## src/rtl/ffba_pkg.sv

```systemverilog
// ffba_pkg: types, codes and constants of the first-fit block allocator
// no dependencies; used by ffba_ctrl, ffba_dp and first_fit_block_allocator
package ffba_pkg;

  localparam int ADDR_BITS = 40;
  localparam int LEN_W     = ADDR_BITS + 1;
  localparam int HEAP_W    = 41;
  localparam int ALOG_W    = 6;
  localparam logic [ALOG_W-1:0] MIN_ALIGN_LOG2 = 6'd12;
  localparam logic [ALOG_W-1:0] MAX_ALIGN_LOG2 = 6'(ADDR_BITS);
  localparam logic [HEAP_W-1:0] HEAP_MAX       = HEAP_W'(1) << ADDR_BITS;
  localparam logic [HEAP_W-1:0] HEAP_RESET     = 41'd268435456;

  // operation codes
  localparam logic [1:0] OP_ALLOC = 2'd0;
  localparam logic [1:0] OP_FREE  = 2'd1;
  localparam logic [1:0] OP_CLEAR = 2'd2;
  localparam logic [1:0] OP_NOP   = 2'd3;

  // status codes
  localparam logic [1:0] ST_OK   = 2'd0;
  localparam logic [1:0] ST_OOM  = 2'd1;
  localparam logic [1:0] ST_FULL = 2'd2;
  localparam logic [1:0] ST_BAD  = 2'd3;

  typedef struct packed {
    logic [1:0]           operation;
    logic [39:0]          request_size;
    logic [ALOG_W-1:0]    alignment_log2;
    logic [39:0]          block_offset;
  } in_item_t;

  typedef struct packed {
    logic [1:0]  status;
    logic [39:0] alloc_offset;
  } out_item_t;

  // one table entry
  typedef struct packed {
    logic                 free;
    logic [LEN_W-1:0]     len;
    logic [ADDR_BITS-1:0] start;
  } ent_t;

  typedef enum logic [2:0] {RA_I, RA_I_P1, RA_I_M1, RA_K_M1, RA_K_P1} rd_sel_t;
  typedef enum logic [1:0] {I_HOLD, I_ZERO, I_INC} i_op_t;
  typedef enum logic [2:0] {K_HOLD, K_CNT, K_I_P1, K_I, K_DEC, K_INC} k_op_t;
  typedef enum logic [1:0] {C_HOLD, C_LOAD, C_ADD, C_PREV} cur_op_t;
  typedef enum logic [2:0] {
    W_NONE, W_INIT, W_K_RD, W_I_USED, W_IP1_REM, W_I_FREE, W_IM1_FREE
  } wr_op_t;
  typedef enum logic [1:0] {N_HOLD, N_ONE, N_INC, N_DEC} cnt_op_t;
  typedef enum logic [2:0] {R_NONE, R_OK, R_OK_OFF, R_OOM, R_FULL, R_BAD} res_t;

  // controller to datapath
  typedef struct packed {
    logic    load;
    logic    size_calc;
    logic    rd_en;
    rd_sel_t rd_sel;
    i_op_t   i_op;
    k_op_t   k_op;
    cur_op_t cur_op;
    wr_op_t  wr_op;
    cnt_op_t cnt_op;
    res_t    res;
  } cmd_t;

  // datapath to controller
  typedef struct packed {
    logic [1:0] op;
    logic       big_align;
    logic       hit_alloc;
    logic       exact;
    logic       full;
    logic       hit_free;
    logic       rd_free;
    logic       i_last;
    logic       i_zero;
    logic       k_gt_ip1;
    logic       k_more;
  } sts_t;

endpackage

```

## src/rtl/ffba_ctrl.sv

```systemverilog
// ffba_ctrl: sequencer for scan, shift-insert and shift-remove passes
// depends on ffba_pkg; drives ffba_dp through cmd_t, reads sts_t
module ffba_ctrl (
  input  logic            clk,
  input  logic            rst_n,
  input  logic            start,
  output logic            busy,
  input  ffba_pkg::sts_t  sts,
  output ffba_pkg::cmd_t  cmd
);
  import ffba_pkg::*;

  typedef enum logic [4:0] {
    S_INIT, S_IDLE, S_DEC, S_A_CHK, S_A_RD, S_A_EV, S_A_EXACT, S_SU_CHK, S_SU_WR,
    S_SPLIT, S_SPLIT2, S_F_RD, S_F_EV, S_F_NX, S_F_WR, S_F_WRM, S_RM_CHK, S_RM_WR,
    S_F_PCHK, S_F_PV, S_F_PWR
  } state_t;

  state_t state_r, state_nxt;
  logic   ph_r, ph_nxt;

  // next state and commands
  always_comb begin
    state_nxt = state_r;
    ph_nxt    = ph_r;
    cmd       = '{load: 1'b0, size_calc: 1'b0, rd_en: 1'b0, rd_sel: RA_I,
                  i_op: I_HOLD, k_op: K_HOLD, cur_op: C_HOLD, wr_op: W_NONE,
                  cnt_op: N_HOLD, res: R_NONE};
    unique case (state_r)
      S_INIT: begin
        cmd.wr_op  = W_INIT;
        cmd.cnt_op = N_ONE;
        state_nxt  = S_IDLE;
      end
      S_IDLE: begin
        if (start) begin
          cmd.load  = 1'b1;
          state_nxt = S_DEC;
        end
      end
      S_DEC: begin
        cmd.i_op = I_ZERO;
        priority if (sts.op == OP_ALLOC) begin
          cmd.size_calc = 1'b1;
          state_nxt     = S_A_CHK;
        end else if (sts.op == OP_FREE) begin
          state_nxt = S_F_RD;
        end else if (sts.op == OP_CLEAR) begin
          cmd.wr_op  = W_INIT;
          cmd.cnt_op = N_ONE;
          cmd.res    = R_OK;
          state_nxt  = S_IDLE;
        end else begin
          cmd.res   = R_OK;
          state_nxt = S_IDLE;
        end
      end
      // allocate: first-fit scan
      S_A_CHK: begin
        if (sts.big_align) begin
          cmd.res   = R_OOM;
          state_nxt = S_IDLE;
        end else begin
          cmd.rd_en = 1'b1;
          state_nxt = S_A_EV;
        end
      end
      S_A_RD: begin
        cmd.rd_en = 1'b1;
        state_nxt = S_A_EV;
      end
      S_A_EV: begin
        priority if (sts.hit_alloc) begin
          cmd.cur_op = C_LOAD;
          priority if (sts.exact) begin
            state_nxt = S_A_EXACT;
          end else if (sts.full) begin
            cmd.res   = R_FULL;
            state_nxt = S_IDLE;
          end else begin
            cmd.k_op  = K_CNT;
            state_nxt = S_SU_CHK;
          end
        end else if (sts.i_last) begin
          cmd.res   = R_OOM;
          state_nxt = S_IDLE;
        end else begin
          cmd.i_op  = I_INC;
          state_nxt = S_A_RD;
        end
      end
      S_A_EXACT: begin
        cmd.wr_op = W_I_USED;
        cmd.res   = R_OK_OFF;
        state_nxt = S_IDLE;
      end
      // open a gap behind the split block
      S_SU_CHK: begin
        if (sts.k_gt_ip1) begin
          cmd.rd_en  = 1'b1;
          cmd.rd_sel = RA_K_M1;
          state_nxt  = S_SU_WR;
        end else begin
          state_nxt = S_SPLIT;
        end
      end
      S_SU_WR: begin
        cmd.wr_op = W_K_RD;
        cmd.k_op  = K_DEC;
        state_nxt = S_SU_CHK;
      end
      S_SPLIT: begin
        cmd.wr_op = W_IP1_REM;
        state_nxt = S_SPLIT2;
      end
      S_SPLIT2: begin
        cmd.wr_op  = W_I_USED;
        cmd.cnt_op = N_INC;
        cmd.res    = R_OK_OFF;
        state_nxt  = S_IDLE;
      end
      // free: find the used block by its start
      S_F_RD: begin
        cmd.rd_en = 1'b1;
        state_nxt = S_F_EV;
      end
      S_F_EV: begin
        priority if (sts.hit_free) begin
          cmd.cur_op = C_LOAD;
          if (!sts.i_last) begin
            cmd.rd_en  = 1'b1;
            cmd.rd_sel = RA_I_P1;
            state_nxt  = S_F_NX;
          end else begin
            state_nxt = S_F_WR;
          end
        end else if (sts.i_last) begin
          cmd.res   = R_BAD;
          state_nxt = S_IDLE;
        end else begin
          cmd.i_op  = I_INC;
          state_nxt = S_F_RD;
        end
      end
      S_F_NX: begin
        if (sts.rd_free) begin
          cmd.cur_op = C_ADD;
          state_nxt  = S_F_WRM;
        end else begin
          state_nxt = S_F_WR;
        end
      end
      S_F_WR: begin
        cmd.wr_op = W_I_FREE;
        state_nxt = S_F_PCHK;
      end
      S_F_WRM: begin
        cmd.wr_op = W_I_FREE;
        cmd.k_op  = K_I_P1;
        ph_nxt    = 1'b0;
        state_nxt = S_RM_CHK;
      end
      // close the gap of a removed entry
      S_RM_CHK: begin
        if (sts.k_more) begin
          cmd.rd_en  = 1'b1;
          cmd.rd_sel = RA_K_P1;
          state_nxt  = S_RM_WR;
        end else begin
          cmd.cnt_op = N_DEC;
          if (ph_r) begin
            cmd.res   = R_OK;
            state_nxt = S_IDLE;
          end else begin
            state_nxt = S_F_PCHK;
          end
        end
      end
      S_RM_WR: begin
        cmd.wr_op = W_K_RD;
        cmd.k_op  = K_INC;
        state_nxt = S_RM_CHK;
      end
      // merge with the free block in front
      S_F_PCHK: begin
        if (sts.i_zero) begin
          cmd.res   = R_OK;
          state_nxt = S_IDLE;
        end else begin
          cmd.rd_en  = 1'b1;
          cmd.rd_sel = RA_I_M1;
          state_nxt  = S_F_PV;
        end
      end
      S_F_PV: begin
        if (sts.rd_free) begin
          cmd.cur_op = C_PREV;
          state_nxt  = S_F_PWR;
        end else begin
          cmd.res   = R_OK;
          state_nxt = S_IDLE;
        end
      end
      S_F_PWR: begin
        cmd.wr_op = W_IM1_FREE;
        cmd.k_op  = K_I;
        ph_nxt    = 1'b1;
        state_nxt = S_RM_CHK;
      end
      default: state_nxt = S_IDLE;
    endcase
  end

  // state register
  always_ff @(posedge clk) begin
    if (!rst_n) begin
      state_r <= S_INIT;
      ph_r    <= 1'b0;
    end else begin
      state_r <= state_nxt;
      ph_r    <= ph_nxt;
    end
  end

  assign busy = state_r != S_IDLE;

  // a result is only issued on the way back to idle
  a_res_idle: assert property (@(posedge clk) disable iff (!rst_n)
    (cmd.res != R_NONE) |=> (state_r == S_IDLE))
    else $error("result issued without returning to idle");

  // no item is taken while busy
  a_load_idle: assert property (@(posedge clk) disable iff (!rst_n)
    cmd.load |-> (state_r == S_IDLE))
    else $error("item loaded while busy");

  // table writes never happen in idle
  a_wr_busy: assert property (@(posedge clk) disable iff (!rst_n)
    (state_r == S_IDLE) |-> (cmd.wr_op == W_NONE))
    else $error("table write in idle");

endmodule
```

## config.mk

```make
export PLATFORM = sky130hd
export DESIGN_NAME = ffba_ctrl
export DESIGN_NICKNAME = d
export VERILOG_FILES = /design/src/rtl/ffba_pkg.sv /design/src/rtl/ffba_ctrl.sv
export SDC_FILE = /design/constraint.sdc
export NUM_CORES = 1
export LEC_CHECK = 0
export ABC_AREA = 1
export BUFFER_PORTS_ARGS = -buffer_cell sky130_fd_sc_hd__buf_2
export CAP_MARGIN = 20
export CORE_AREA = 4 4 52 54
export DETAILED_ROUTE_END_ITERATION = 12
export DIE_AREA = 0 0 56 58
export PLACE_DENSITY_LB_ADDON = 0.2
export SYNTH_ARGS = -nofsm -noshare
export SYNTH_HDL_FRONTEND = slang
export SYNTH_SLANG_ARGS = --single-unit
```

## constraint.sdc

```tcl
create_clock -name clk -period 1.4 [get_ports clk]
set_input_delay 0.28 -clock clk [delete_from_list [all_inputs] [get_ports clk]]
set_output_delay 0.28 -clock clk [all_outputs]
set_load 0.01 [all_outputs]
```

# Word-level counts from Yosys, hierarchy flattened
# Cells that the tools add are included.
dict set report word_totals {
  inputBits 15
  elab_cells 94
  ff_bits 6
}
dict set report op_classes {
  reduce_logical 8
  n_mux 60
  eq_ne 24
}
# op count
set ops {}
lappend ops {{$pmux 5 s16} 1}
lappend ops {{$mux 5} 9}
lappend ops {{$eq 5x4->1 const B} 8}
lappend ops {{$mux 4} 8}
lappend ops {{$mux 3} 10}
lappend ops {{$eq 5x5->1 const B} 5}
lappend ops {{$pmux 3 s8} 1}
lappend ops {{$pmux 3 s7} 1}
lappend ops {{$eq 5x3->1 const B} 4}
lappend ops {{$mux 2} 8}
lappend ops {{$pmux 2 s4} 2}
lappend ops {{$pmux 3 s5} 1}
lappend ops {{$mux 1} 13}
lappend ops {{$mux 6} 2}
lappend ops {{$pmux 3 s4} 1}
lappend ops {{$eq 5x2->1 const B} 2}
lappend ops {{$reduce_or 2->1} 4}
lappend ops {{$pmux 1 s6} 1}
lappend ops {{$pmux 2 s3} 1}
lappend ops {{$eq 5x1->1 const B} 1}
lappend ops {{$logic_not 5->1} 1}
lappend ops {{$ne 5x1->1 const B} 1}
lappend ops {{$reduce_or 3->1} 1}
lappend ops {{$eq 2x1->1 const B} 1}
lappend ops {{5 further kinds} 5}

# Longest topological paths before layout
# Gate-level depths: netlist (run 1).
dict set report depth {
  depth_word 5
  mapped_depth 13
  mapped_depth_nobuf 12
}

# Least setup slack after synthesis (run 1)
# Ideal clock, no wire load.
dict set report synth_path {
  path_type {reg2out}
  startpoint {register state_r[4]}
  endpoint {output cmd[3] in the netlist's numbering}
  n_path_buf 1
  slack_ns -0.142
  t_arrival_ns 1.262
  stages_incl_launch_ff 9
  t_required_ns 1.120
  path_cell_list {dfxtp_1 > buf_6 > inv_1 > nand3_1 > nor2_1 > nand2_1 > nor2_1 > a21oi_1 > o21ai_0}
}
# element line
set synth_lines {}
lappend synth_lines {{from (decl)} ffba_ctrl.sv:19} ;# state_t state_r, state_nxt;
lappend synth_lines {{from (signal assigned)} ffba_ctrl.sv:220} ;# state_r <= state_nxt;
lappend synth_lines {{to (decl)} ffba_ctrl.sv:9} ;# output ffba_pkg::cmd_t cmd

# Worst setup path after layout (run 1)
dict set report layout_path {
  startpoint {register state_r[4]}
  endpoint {register state_r[2]}
}
dict set report layout_via {
  elab_chain_len 3
}
# element line
set layout_rtl {}
lappend layout_rtl {{$eq 5x5->1 / $eq 5x4->1 (equally long branches)} ffba_ctrl.sv:29} ;# unique case (state_r)
lappend layout_rtl {{$reduce_or 3->1 (no line)} n/a}
lappend layout_rtl {{$pmux 5 s16} ffba_ctrl.sv:29}
# Several ways; a longest one is shown, not always the timed one.
# A chain may end at the register's enable or synchronous reset.

==> results.ini, run 1 <==
[layout]
finalNetCount = 300
final_cells = 307
area_growth_pct = 128
drive_gt1_share_pct = 66.7
diodes = 0

[clock_network]
clkLatencyLatePin_ns = 0.24
numCtsBuffers = 3
clk_path_buf_depth = 2
h-tree-depth = 1
cts_sinks = 6
clk_pin_slew_ns = 0.04
cts_tree = built
cts_root_buffer = clkbuf_4

[placement]
place_ws_ns = -0.209
io_buffers = 36
hpwlAfterDp_um = 3090
place.gp.congestion = 0.905
dp_cells = 279

[worst_hold_path]
hold_path_depth = 3
hold_end = state_r[0]
hold_start = rst_n
hold_path_class = input pin to flop

[power_and_ir_drop]
clkPwrFrac_pct = 6.8
p_leak_uw = 0.00118
comb_power_share_pct = 79.5
p_switching_uw = 1210
ir_worst_vdd_v = 0.00123
total_power_uw = 2330
p_seq_share_pct = 13.8
power_density_nw_per_um2 = 1110
switching_share_pct = 51.7
p_int_uw = 1130

[timing]
hold_viol = 0
fmax_ghz = 0.534
period_share_pct = 134
setup_viol = 27
finClkSkew_ns = 0.00258
slew_violations = 0
worst_pin_slew_ns = 0.376
whs_ns = 0.268
max_slew_margin_pct = 74.8
rsz0062_at_grt = yes
post-route-min-period_ns = 1.87
layout_setup_ws_ns = -0.473

[die]
core_um2 = 2210
start_util_pct = 41.5
die_h_um = 58
rows = 17
die_area_um2 = 3250
die_x_um = 56
boundaryPins = 37

[detailed_routing]
route.detailed.drc = 0
wire_per_inst_um = 22.4
routed_via_density = 6.35
drt_iter0_drc = 320
postRouteAntennaNets = 0
vias = 1948
routed_wirelength_um = 6870
dr.pass1.iters = 5

[synth]
synth_async_sr_flop_share_pct = 0
yosysTopAreaCell = nand2_1
synth.distinct_cells = 20
ys_top_cells_by_count = 54 x nand2_1, 32 x nor2_1, 31 x inv_1, 19 x nand3_1, 10 x o21ai_0
synth_cells = 181
yosysMostFrequentCell = nand2_1
netlist.area_leader.share_pct = 22.1
yosys_warnings = 0
ys_seq_area_share_pct = 13.1
synth_fp_nets = 200
ys_top_cells_by_area = nand2_1 22%, dfxtp_1 13%, nor2_1 13%
synth_enable_flop_cells = 0
ys_ff_latch = 6
syn_area_um2 = 917
synthFlopType = dfxtp_1
syn_area_per_cell_um2 = 5.07

[critical_path]
cp_slowest_cell = dfxtp_4
cp-start-kind = flop
r2r_end = state_r[2]
cp_common_cell = buf_4
cp_top_family = buffers and inverters
crit_type = flop to flop
r2r_setup_slack_ns = -0.47
arrival_ns = 2.00
worst-path-stages = 13
required_ns = 1.53
critPathBufInv = 8
r2r_start = state_r[4]
cp_cell_sequence = inv_4, nor2_2, nand2_4, inv_2, nand2_1, o21ai_2, buf_4, buf_4, buf_4, buf_4, buf_4, o21ai_1, inv_1
ff2ff_path_depth = 13
cp_max_fo = 6
end_kind = flop
cp_slowest_stage_delay_ns = 0.37

[run]
cap_violations = 0

[global_routing]
overflow = 0
grt_pass1_wl_um = 7040
grt_pass1_vias = 1560
grt_max_degree = 8
grt_use_total_pct = 27.4
antenna_found_initial = 0

[outcome]
status = finished, violations left
violations = setup timing

## routing by layer
layer / up-vias / GRT usage (%) / part of all wire [%]
met5: - / 0 / 0
met4: 0 / 14.2 / 8.4
met3: 69 / 4.45 / 11
met2: 207 / 51.4 / 45
met1: 893 / 29.4 / 36
li1: 779 / - / -
## layout by cell type (no fill, tap or decap)
master	Yosys	final
nand3_4	0	6
nor2_2	0	10
o21ai_1	0	3
nor3_1	6	4
nand3_2	0	4
nand4_1	4	4
nand2_1	54	29
inv_4	0	5
o2111ai_2	0	2
nand2_4	0	4
inv_2	0	6
nand2_2	1	21
nand2_8	0	1
ha_1	4	4
buf_2	1	29
o21ai_0	10	2
nor2_1	32	14
o41ai_4	0	1
clkbuf_4	0	3
buf_8	0	1
a21oi_2	0	1
nor3_2	0	2
buf_4	0	45
buf_6	1	22
a41oi_2	0	1
dfxtp_4	0	5
nand3_1	19	9
and2_4	0	1
nor2_4	1	9
a21oi_1	4	3
a31oi_2	0	1
or2_4	0	1
o21ai_2	0	5
inv_1	31	20
dfxtp_1	6	1
## area by class of cell
type	count	area [um2]
Multi-Input combinational cell	142	1020
Timing Repair Buffer	97	746
Sequential cell	6	139
Inverter	31	129
Fill cell	65	118
Tap cell	28	35.0
Clock buffer	3	22.5
## power groups by stage
stage,combinational [uW],clock [uW],sequential (uW)
floorplan,524,0,245
global placement,967,0,248
detailed placement,978,0,250
CTS,1260,163,295
global route,1920,174,323
finish,1850,158,321
## state kept, by name (all words and copies together), names as in the netlist
| signal | cells |
|---|---|
| ph_r | 1 |
| state_r | 5 |
## worst max-delay path by stage
| stage | start | end | slack (ns) |
|---|---|---|---|
| after global routing | state_r[0] | state_r[2] | -0.53 |
| final | state_r[4] | state_r[2] | -0.47 |
| after floorplan | state_r[1] | cmd[0] | -0.004 |
| after CTS | state_r[1] | cmd[3] | -0.32 |
| after global placement | state_r[3] | cmd[18] | -0.18 |
| after detailed placement | state_r[2] | cmd[8] | -0.21 |
## through the flow
| step | instance area, um2 | util, % | TNS [ns] |
|---|---|---|---|
| 3_5_place_dp | 1420 | 64.0 | -2.47 |
| 4_1_cts | 1740 | 78.7 | -5.91 |
| 2_1_floorplan | 948 | - | -0.00484 |
| 6_report | 2090 | 94.7 | -8.87 |
| 5_1_grt | 2090 | 94.7 | -10.0 |
| 3_3_place_gp | 1420 | 64.0 | -1.84 |
## worst min-delay path, cell delays in order
cell     delay [ns]
buf_2          0.11
nand2_1        0.05
inv_1          0.04
## cell families after synthesis
kind of cell,count (synthesis),synth area share (%)
AND/OR/NAND/NOR,119,54.8
buffers and inverters,33,14.5
AO/OA/AOI/OAI,19,12.1
flip-flops,6,13.1
adder cells (fa/ha/maj),4,5.46
## what timing repair did
action | 4_1_cts | 5_1_grt
gates resized for setup | 66 | 74
hold buffers | 0 | 0
cloned | 0 | 0
hold endpoints to repair | 0 | 0
setup endpoints to repair | 27 | 27
pin swaps | 13 | 24
setup buffers | 16 | 15
Note: power is estimated with default switching activity, not from simulation.
==> run 2, diff against run 1 <==
ABC_AREA = not set   (was 1)
CORE_AREA = 4 4 54 56   (was 4 4 52 54)
DIE_AREA = 0 0 58 60   (was 0 0 56 58)
TNS_END_PERCENT = 1   (was not set)
==> results.ini, run 2 <==
[outcome]
status = finished, violations left
violations = setup timing

[run]
cap_violations = 0  ; unchanged

[die]
start_util_pct = 42.6  ; +1.2 points
die_area_um2 = 3480  ; +7.1%
boundaryPins = 37  ; unchanged
core_um2 = 2430  ; +10%
die_h_um = 60  ; +3.4%
rows = 18  ; +1
die_x_um = 58  ; +3.6%

[synth]
yosys_warnings = 0  ; unchanged
ys_top_cells_by_count = 23 x nand2_1, 17 x nor2_1, 13 x o21ai_0, 11 x inv_1, 9 x a21oi_1
ys_top_cells_by_area = dfxtp_1 12%, nand2_1 8.3%, o21ai_0 6.3%
synth_fp_nets = 182  ; -9.0%
synth_enable_flop_cells = 0  ; unchanged
synthFlopType = dfxtp_1
synth_async_sr_flop_share_pct = 0  ; unchanged
yosysTopAreaCell = dfxtp_1
ys_seq_area_share_pct = 11.6  ; -1.5 points
synth_cells = 163  ; -9.9%
yosysMostFrequentCell = nand2_1
ys_ff_latch = 6  ; unchanged
syn_area_um2 = 1040  ; +13%
synth.distinct_cells = 49  ; +150%
netlist.area_leader.share_pct = 11.6  ; -11 points
syn_area_per_cell_um2 = 6.36  ; +26%

[global_routing]
antenna_found_initial = 0  ; unchanged
grt_pass1_wl_um = 7760  ; +10%
grt_pass1_vias = 1656  ; +6.2%
grt_max_degree = 17  ; +9
overflow = 0  ; unchanged
grt_use_total_pct = 29.1  ; +1.7 points

[layout]
reg_top3 = state_r (5), ph_r (1)
num-fill-cells = 174  ; +170%
layout_commonest_cell = buf_4
mostFrequentLayoutCells = 52 x buf_4, 34 x buf_2, 22 x nand2_1
largest_reg_flops = 5  ; unchanged
top_register = state_r
final_cells = 283  ; -7.8%
multiInputGateArea_um2 = 971  ; -5.1%
area_growth_pct = 83.2
drive_gt1_share_pct = 55.3  ; -11 points
diodes = 0  ; unchanged
area.sequential_um2 = 130  ; -6.3%
final_cell_area_um2 = 1900  ; -9.3%
finalNetCount = 274  ; -8.7%

[critical_path]
r2r_setup_slack_ns = -0.29  ; +0.18 ns
cp-start-kind = flop
cp_cell_sequence = or3b_4, or3_4, or3_1, nand4_1, buf_2
cp_max_fo = 3  ; -3
cp_slowest_cell = or3b_4
r2r_end = state_r[1]
arrival_ns = 1.85  ; -0.15 ns
required_ns = 1.12  ; -0.41 ns
end_kind = output port
r2r_start = state_r[3]
cp_slowest_stage_delay_ns = 0.38  ; about the same
crit_type = flop to output port
ff2ff_path_depth = 8  ; -5

[timing]
rsz0062_at_grt = yes
period_share_pct = 152  ; +18 points
post-route-min-period_ns = 2.13  ; +0.256 ns
setup_viol = 27  ; unchanged
hold_viol = 0  ; unchanged
worst_pin_slew_ns = 0.381  ; +0.00552 ns
fmax_ghz = 0.470  ; -12%
whs_ns = 0.298  ; +0.0300 ns
max_slew_margin_pct = 74.3  ; -0.50 points
finClkSkew_ns = 0.00462  ; +0.00204 ns
slew_violations = 0  ; unchanged
layout_setup_ws_ns = -0.729  ; -0.256 ns

[clock_network]
numCtsBuffers = 3  ; unchanged
cts_sinks = 6  ; unchanged
cts_root_buffer = clkbuf_4
clkLatencyLatePin_ns = 0.25  ; about the same
clk_pin_slew_ns = 0.06  ; +0.02 ns
cts_tree = built
clk_path_buf_depth = 2  ; unchanged
h-tree-depth = 1  ; unchanged

[detailed_routing]
drt_iter0_drc = 131  ; -59%
vias = 1737  ; -11%
wire_per_inst_um = 18.3  ; -18%
route.detailed.drc = 0  ; unchanged
postRouteAntennaNets = 0  ; unchanged
routed_wirelength_um = 5190  ; -25%
dr.pass1.iters = 4  ; -1
routed_via_density = 6.14  ; -3.3%

[placement]
hpwlAfterDp_um = 3750  ; +22%
place_area_um2 = 1660  ; +17%
place_ws_ns = -0.492  ; -0.283 ns
place.gp.congestion = 0.954  ; +5.4%
dp_cells = 278  ; -0.36%
io_buffers = 36  ; unchanged

[worst_hold_path]
hold_path_class = input pin to flop
hold_end = state_r[3]
hold_path_depth = 3  ; unchanged
hold_start = sts[10]

[power_and_ir_drop]
total_power_uw = 596  ; -74%
ir_worst_vdd_v = 0.000541  ; -56%
p_leak_uw = 0.000877  ; -26%
power_density_nw_per_um2 = 314  ; -72%

==> run 2: cell types whose count changed in the layout (fill, tap and decap cells not counted), sizes merged, moves of 5 or more <==
cell	previous run	this run
nor2b	0	5
inv	31	11
a21oi	4	9
nand2	55	23
nor2	33	17
nand3	19	5
==> run 2: cell type report <==
cell class,instances,area share [%]
multi-input cells,135,51.1
repair buffers,98,36.6
flip-flops and latches,6,6.85
inverters,11,2.30
well taps,30,1.97
clock buffers,3,1.18
==> run 2: report_power, final <==
part	internal [uW]	total, uW	switching, uW
Sequential	172	177	5.23
Combinational	115	246	130
Clock	97.9	174	76.0
Total	385	596	212
==> run 2: timing repair <==
item	CTS	global route
endpoints found under the setup margin	27	28
setup buffers	1	1
hold buffers	0	0
pin swaps	3	2
gates resized for setup	37	16
==> run 2: how the worst max path moves through the flow <==
stage                     startpoint      end  slack [ns]
after detailed placement  state_r[4]   cmd[0]       -0.49
after global routing      state_r[4]   cmd[0]       -0.77
after floorplan           state_r[4]  cmd[18]       -0.34
final                     state_r[4]   cmd[0]       -0.73
after CTS                 state_r[4]   cmd[0]       -0.71
after global placement    state_r[4]   cmd[0]       -0.48
==> run 2: kinds of logic after synthesis <==
group | synth area share, %
AOI/OAI and AO/OA | 34.6
xor gates and xnor gates | 1.69
adders and majority gates | 5.79
buffers and inverters | 9.53
DFF | 11.6
and+or+nand+nor | 36.8
==> run 2: layer usage <==
layer / up-vias / share of wire [%] / GRT usage, %
met5: - / 0 / 0
met4: 0 / 4.8 / 13.6
met3: 28 / 8.2 / 6.91
met2: 111 / 48 / 48.7
met1: 816 / 39 / 35.0
li1: 782 / - / -
==> run 2: metrics by stage <==
| stage | util (%) | setup TNS, ns |
|---|---|---|
| 2_1_floorplan | - | -2.16 |
| 3_3_place_gp | 68.2 | -6.00 |
| 3_5_place_dp | 68.2 | -6.90 |
| 4_1_cts | 74.8 | -10.30 |
| 5_1_grt | 78.1 | -12.75 |
| 6_report | 78.1 | -11.00 |
==> run 2: worst max-delay path, delay by kind of cell (launching register included) <==
family / cells / cell delay [ns]
buffers and inverters: 1 / 0.14
DFF: 1 / 0.34
and+or+nand+nor: 4 / 1.12
==> run 3, diff against run 2 <==
CORE_AREA = 2 2 51 53   (was 4 4 54 56)
CTS_BUF_LIST = sky130_fd_sc_hd__clkbuf_2 sky130_fd_sc_hd__clkbuf_4 sky130_fd_sc_hd__clkbuf_8   (was not set)
DIE_AREA = 0 0 53 55   (was 0 0 58 60)
HOLD_SLACK_MARGIN = 0.03   (was not set)
==> results.ini, run 3 (synthesized netlist as in run 2, its figures left out) <==
[die]
die_h_um = 55  ; -8.3%
die_area_um2 = 2920  ; -16%
boundaryPins = 37  ; unchanged
die_x_um = 53  ; -8.6%
core_um2 = 2360  ; -2.8%
start_util_pct = 43.9  ; +1.2 points
rows = 18  ; unchanged

[worst_hold_path]
hold_end = state_r[0]
hold_start = rst_n
hold_path_depth = 2  ; -1
hold_path_class = input pin to flop

[critical_path]
cp_slowest_cell = or3b_4
critPathBufInv = 1  ; unchanged
cp-start-kind = flop
arrival_ns = 1.90  ; +0.05 ns
cp_slowest_stage_delay_ns = 0.39  ; about the same
crit_path_start = state_r[4]
r2r_end = state_r[1]
r2r_start = state_r[4]
cp_max_fo = 2  ; -1
ff2ff_path_depth = 6  ; -2
end_kind = output port
required_ns = 1.12  ; about the same
cp_top_family = simple AND/OR/NAND/NOR gates
crit_type = flop to output port
cp_common_cell = or3_4
cp_cell_sequence = or3b_4, or3_4, or3_4, nand4_1, buf_2
r2r_setup_slack_ns = -0.28  ; about the same

[power_and_ir_drop]
p_int_uw = 390  ; +1.5%
p_leak_uw = 0.000834  ; -4.9%
p_seq_share_pct = 29.2  ; -0.5 points
power_density_nw_per_um2 = 333  ; +6.2%
total_power_uw = 603  ; +1.1%
comb_power_share_pct = 40.7  ; -0.5 points
switching_share_pct = 35.3  ; -0.24 points
clkPwrFrac_pct = 30.1  ; +0.9 points
ir_worst_vdd_v = 0.000684  ; +26%
p_switching_uw = 213  ; +0.44%

[timing]
hold_viol = 0  ; unchanged
max_slew_margin_pct = 76.0  ; +1.8 points
setup_viol = 27  ; unchanged
finClkSkew_ns = 0.00962  ; +0.00500 ns
layout_setup_ws_ns = -0.782  ; -0.0528 ns
rsz0062_at_grt = yes
worst_pin_slew_ns = 0.357  ; -0.0246 ns
period_share_pct = 156  ; +3.8 points
whs_ns = 0.281  ; -0.0166 ns
fmax_ghz = 0.458  ; -2.4%
slew_violations = 0  ; unchanged
post-route-min-period_ns = 2.18  ; +0.0528 ns

[outcome]
violations = setup timing
status = finished, violations left

[global_routing]
grt_pass1_wl_um = 7070  ; -8.8%
grt_max_degree = 18  ; +1
grt_use_total_pct = 33.2  ; +4.1 points
antenna_found_initial = 0  ; unchanged
grt_pass1_vias = 1514  ; -8.6%
overflow = 0  ; unchanged

[placement]
place.gp.congestion = 1.01  ; +6.1%
io_buffers = 36  ; unchanged
place_ws_ns = -0.476  ; +0.0155 ns
hpwlAfterDp_um = 3410  ; -9.2%

[layout]
drive_gt1_share_pct = 51.0  ; -4.3 points
area_growth_pct = 74.4
largest_reg_flops = 5  ; unchanged
mostFrequentLayoutCells = 45 x buf_4, 34 x buf_2, 22 x nand2_1
top_register = state_r
final_util_pct = 76.5  ; -1.6 points
finalNetCount = 266  ; -2.9%
layout_commonest_cell = buf_4
reg_top3 = state_r (5), ph_r (1)
num-fill-cells = 180  ; +3.4%
diodes = 0  ; unchanged

[clock_network]
clkLatencyLatePin_ns = 0.26  ; about the same
cts_sinks = 6  ; unchanged
numCtsBuffers = 3  ; unchanged
h-tree-depth = 1  ; unchanged
cts_tree = built
clk_pin_slew_ns = 0.06  ; about the same
clk_path_buf_depth = 2  ; unchanged
cts_root_buffer = clkbuf_4

[detailed_routing]
vias = 1682  ; -3.2%
routed_wirelength_um = 4890  ; -5.8%
route.detailed.drc = 0  ; unchanged
wire_per_inst_um = 17.8  ; -3.0%
routed_via_density = 6.12  ; -0.35%
dr.pass1.iters = 5  ; +1
drt_iter0_drc = 90  ; -31%
postRouteAntennaNets = 0  ; unchanged

[run]
cap_violations = 0  ; unchanged

## run 3: per-stage QoR
| stage | TNS [ns] | area (um2) | instances |
|---|---|---|---|
| floorplan | -2.16 | 1050 | 163 |
| global placement | -5.52 | 1610 | 271 |
| detailed placement | -6.15 | 1610 | 271 |
| CTS | -11.32 | 1700 | 275 |
| global route | -12.73 | 1810 | 275 |
| finish | -11.25 | 1810 | 275 |
## run 3: per-layer routing
metal	wire length (um)	vias up	global-route usage [%]
li1	-	766	-
met1	1810	759	40.6
met2	2360	133	55.2
met3	523	24	7.80
met4	191	0	15.4
met5	0	-	0
## run 3: what timing repair did
action	CTS	global route
setup endpoints to repair	27	27
hold buffers	0	0
pin swaps	1	1
buffers inserted	1	0
gates resized for setup	18	32
## run 3: area by class of cell
class / instances / area (um2) / area share, %
clock buffer: 3 / 22.5 / 1.24
tap: 30 / 37.5 / 2.07
timing repair buffer: 90 / 658 / 36.4
inverter: 11 / 46.3 / 2.56
multi-input combinational: 135 / 916 / 50.6
sequential: 6 / 129 / 7.12
## run 3: worst max path at each step
stage | to | slack (ns) | cells after the start
floorplan | cmd[18] | -0.34 | 6
global placement | cmd[0] | -0.45 | 5
detailed placement | cmd[0] | -0.48 | 5
CTS | cmd[0] | -0.73 | 5
global route | cmd[0] | -0.83 | 5
finish | cmd[0] | -0.78 | 5
## run 3: power by group through the flow
stage,registers [uW],logic (uW),clock network (uW)
6_report,176,245,182
5_1_grt,176,263,191
4_1_cts,175,220,180
3_5_place_dp,181,206,0
3_3_place_gp,181,201,0
2_1_floorplan,180,90.3,0
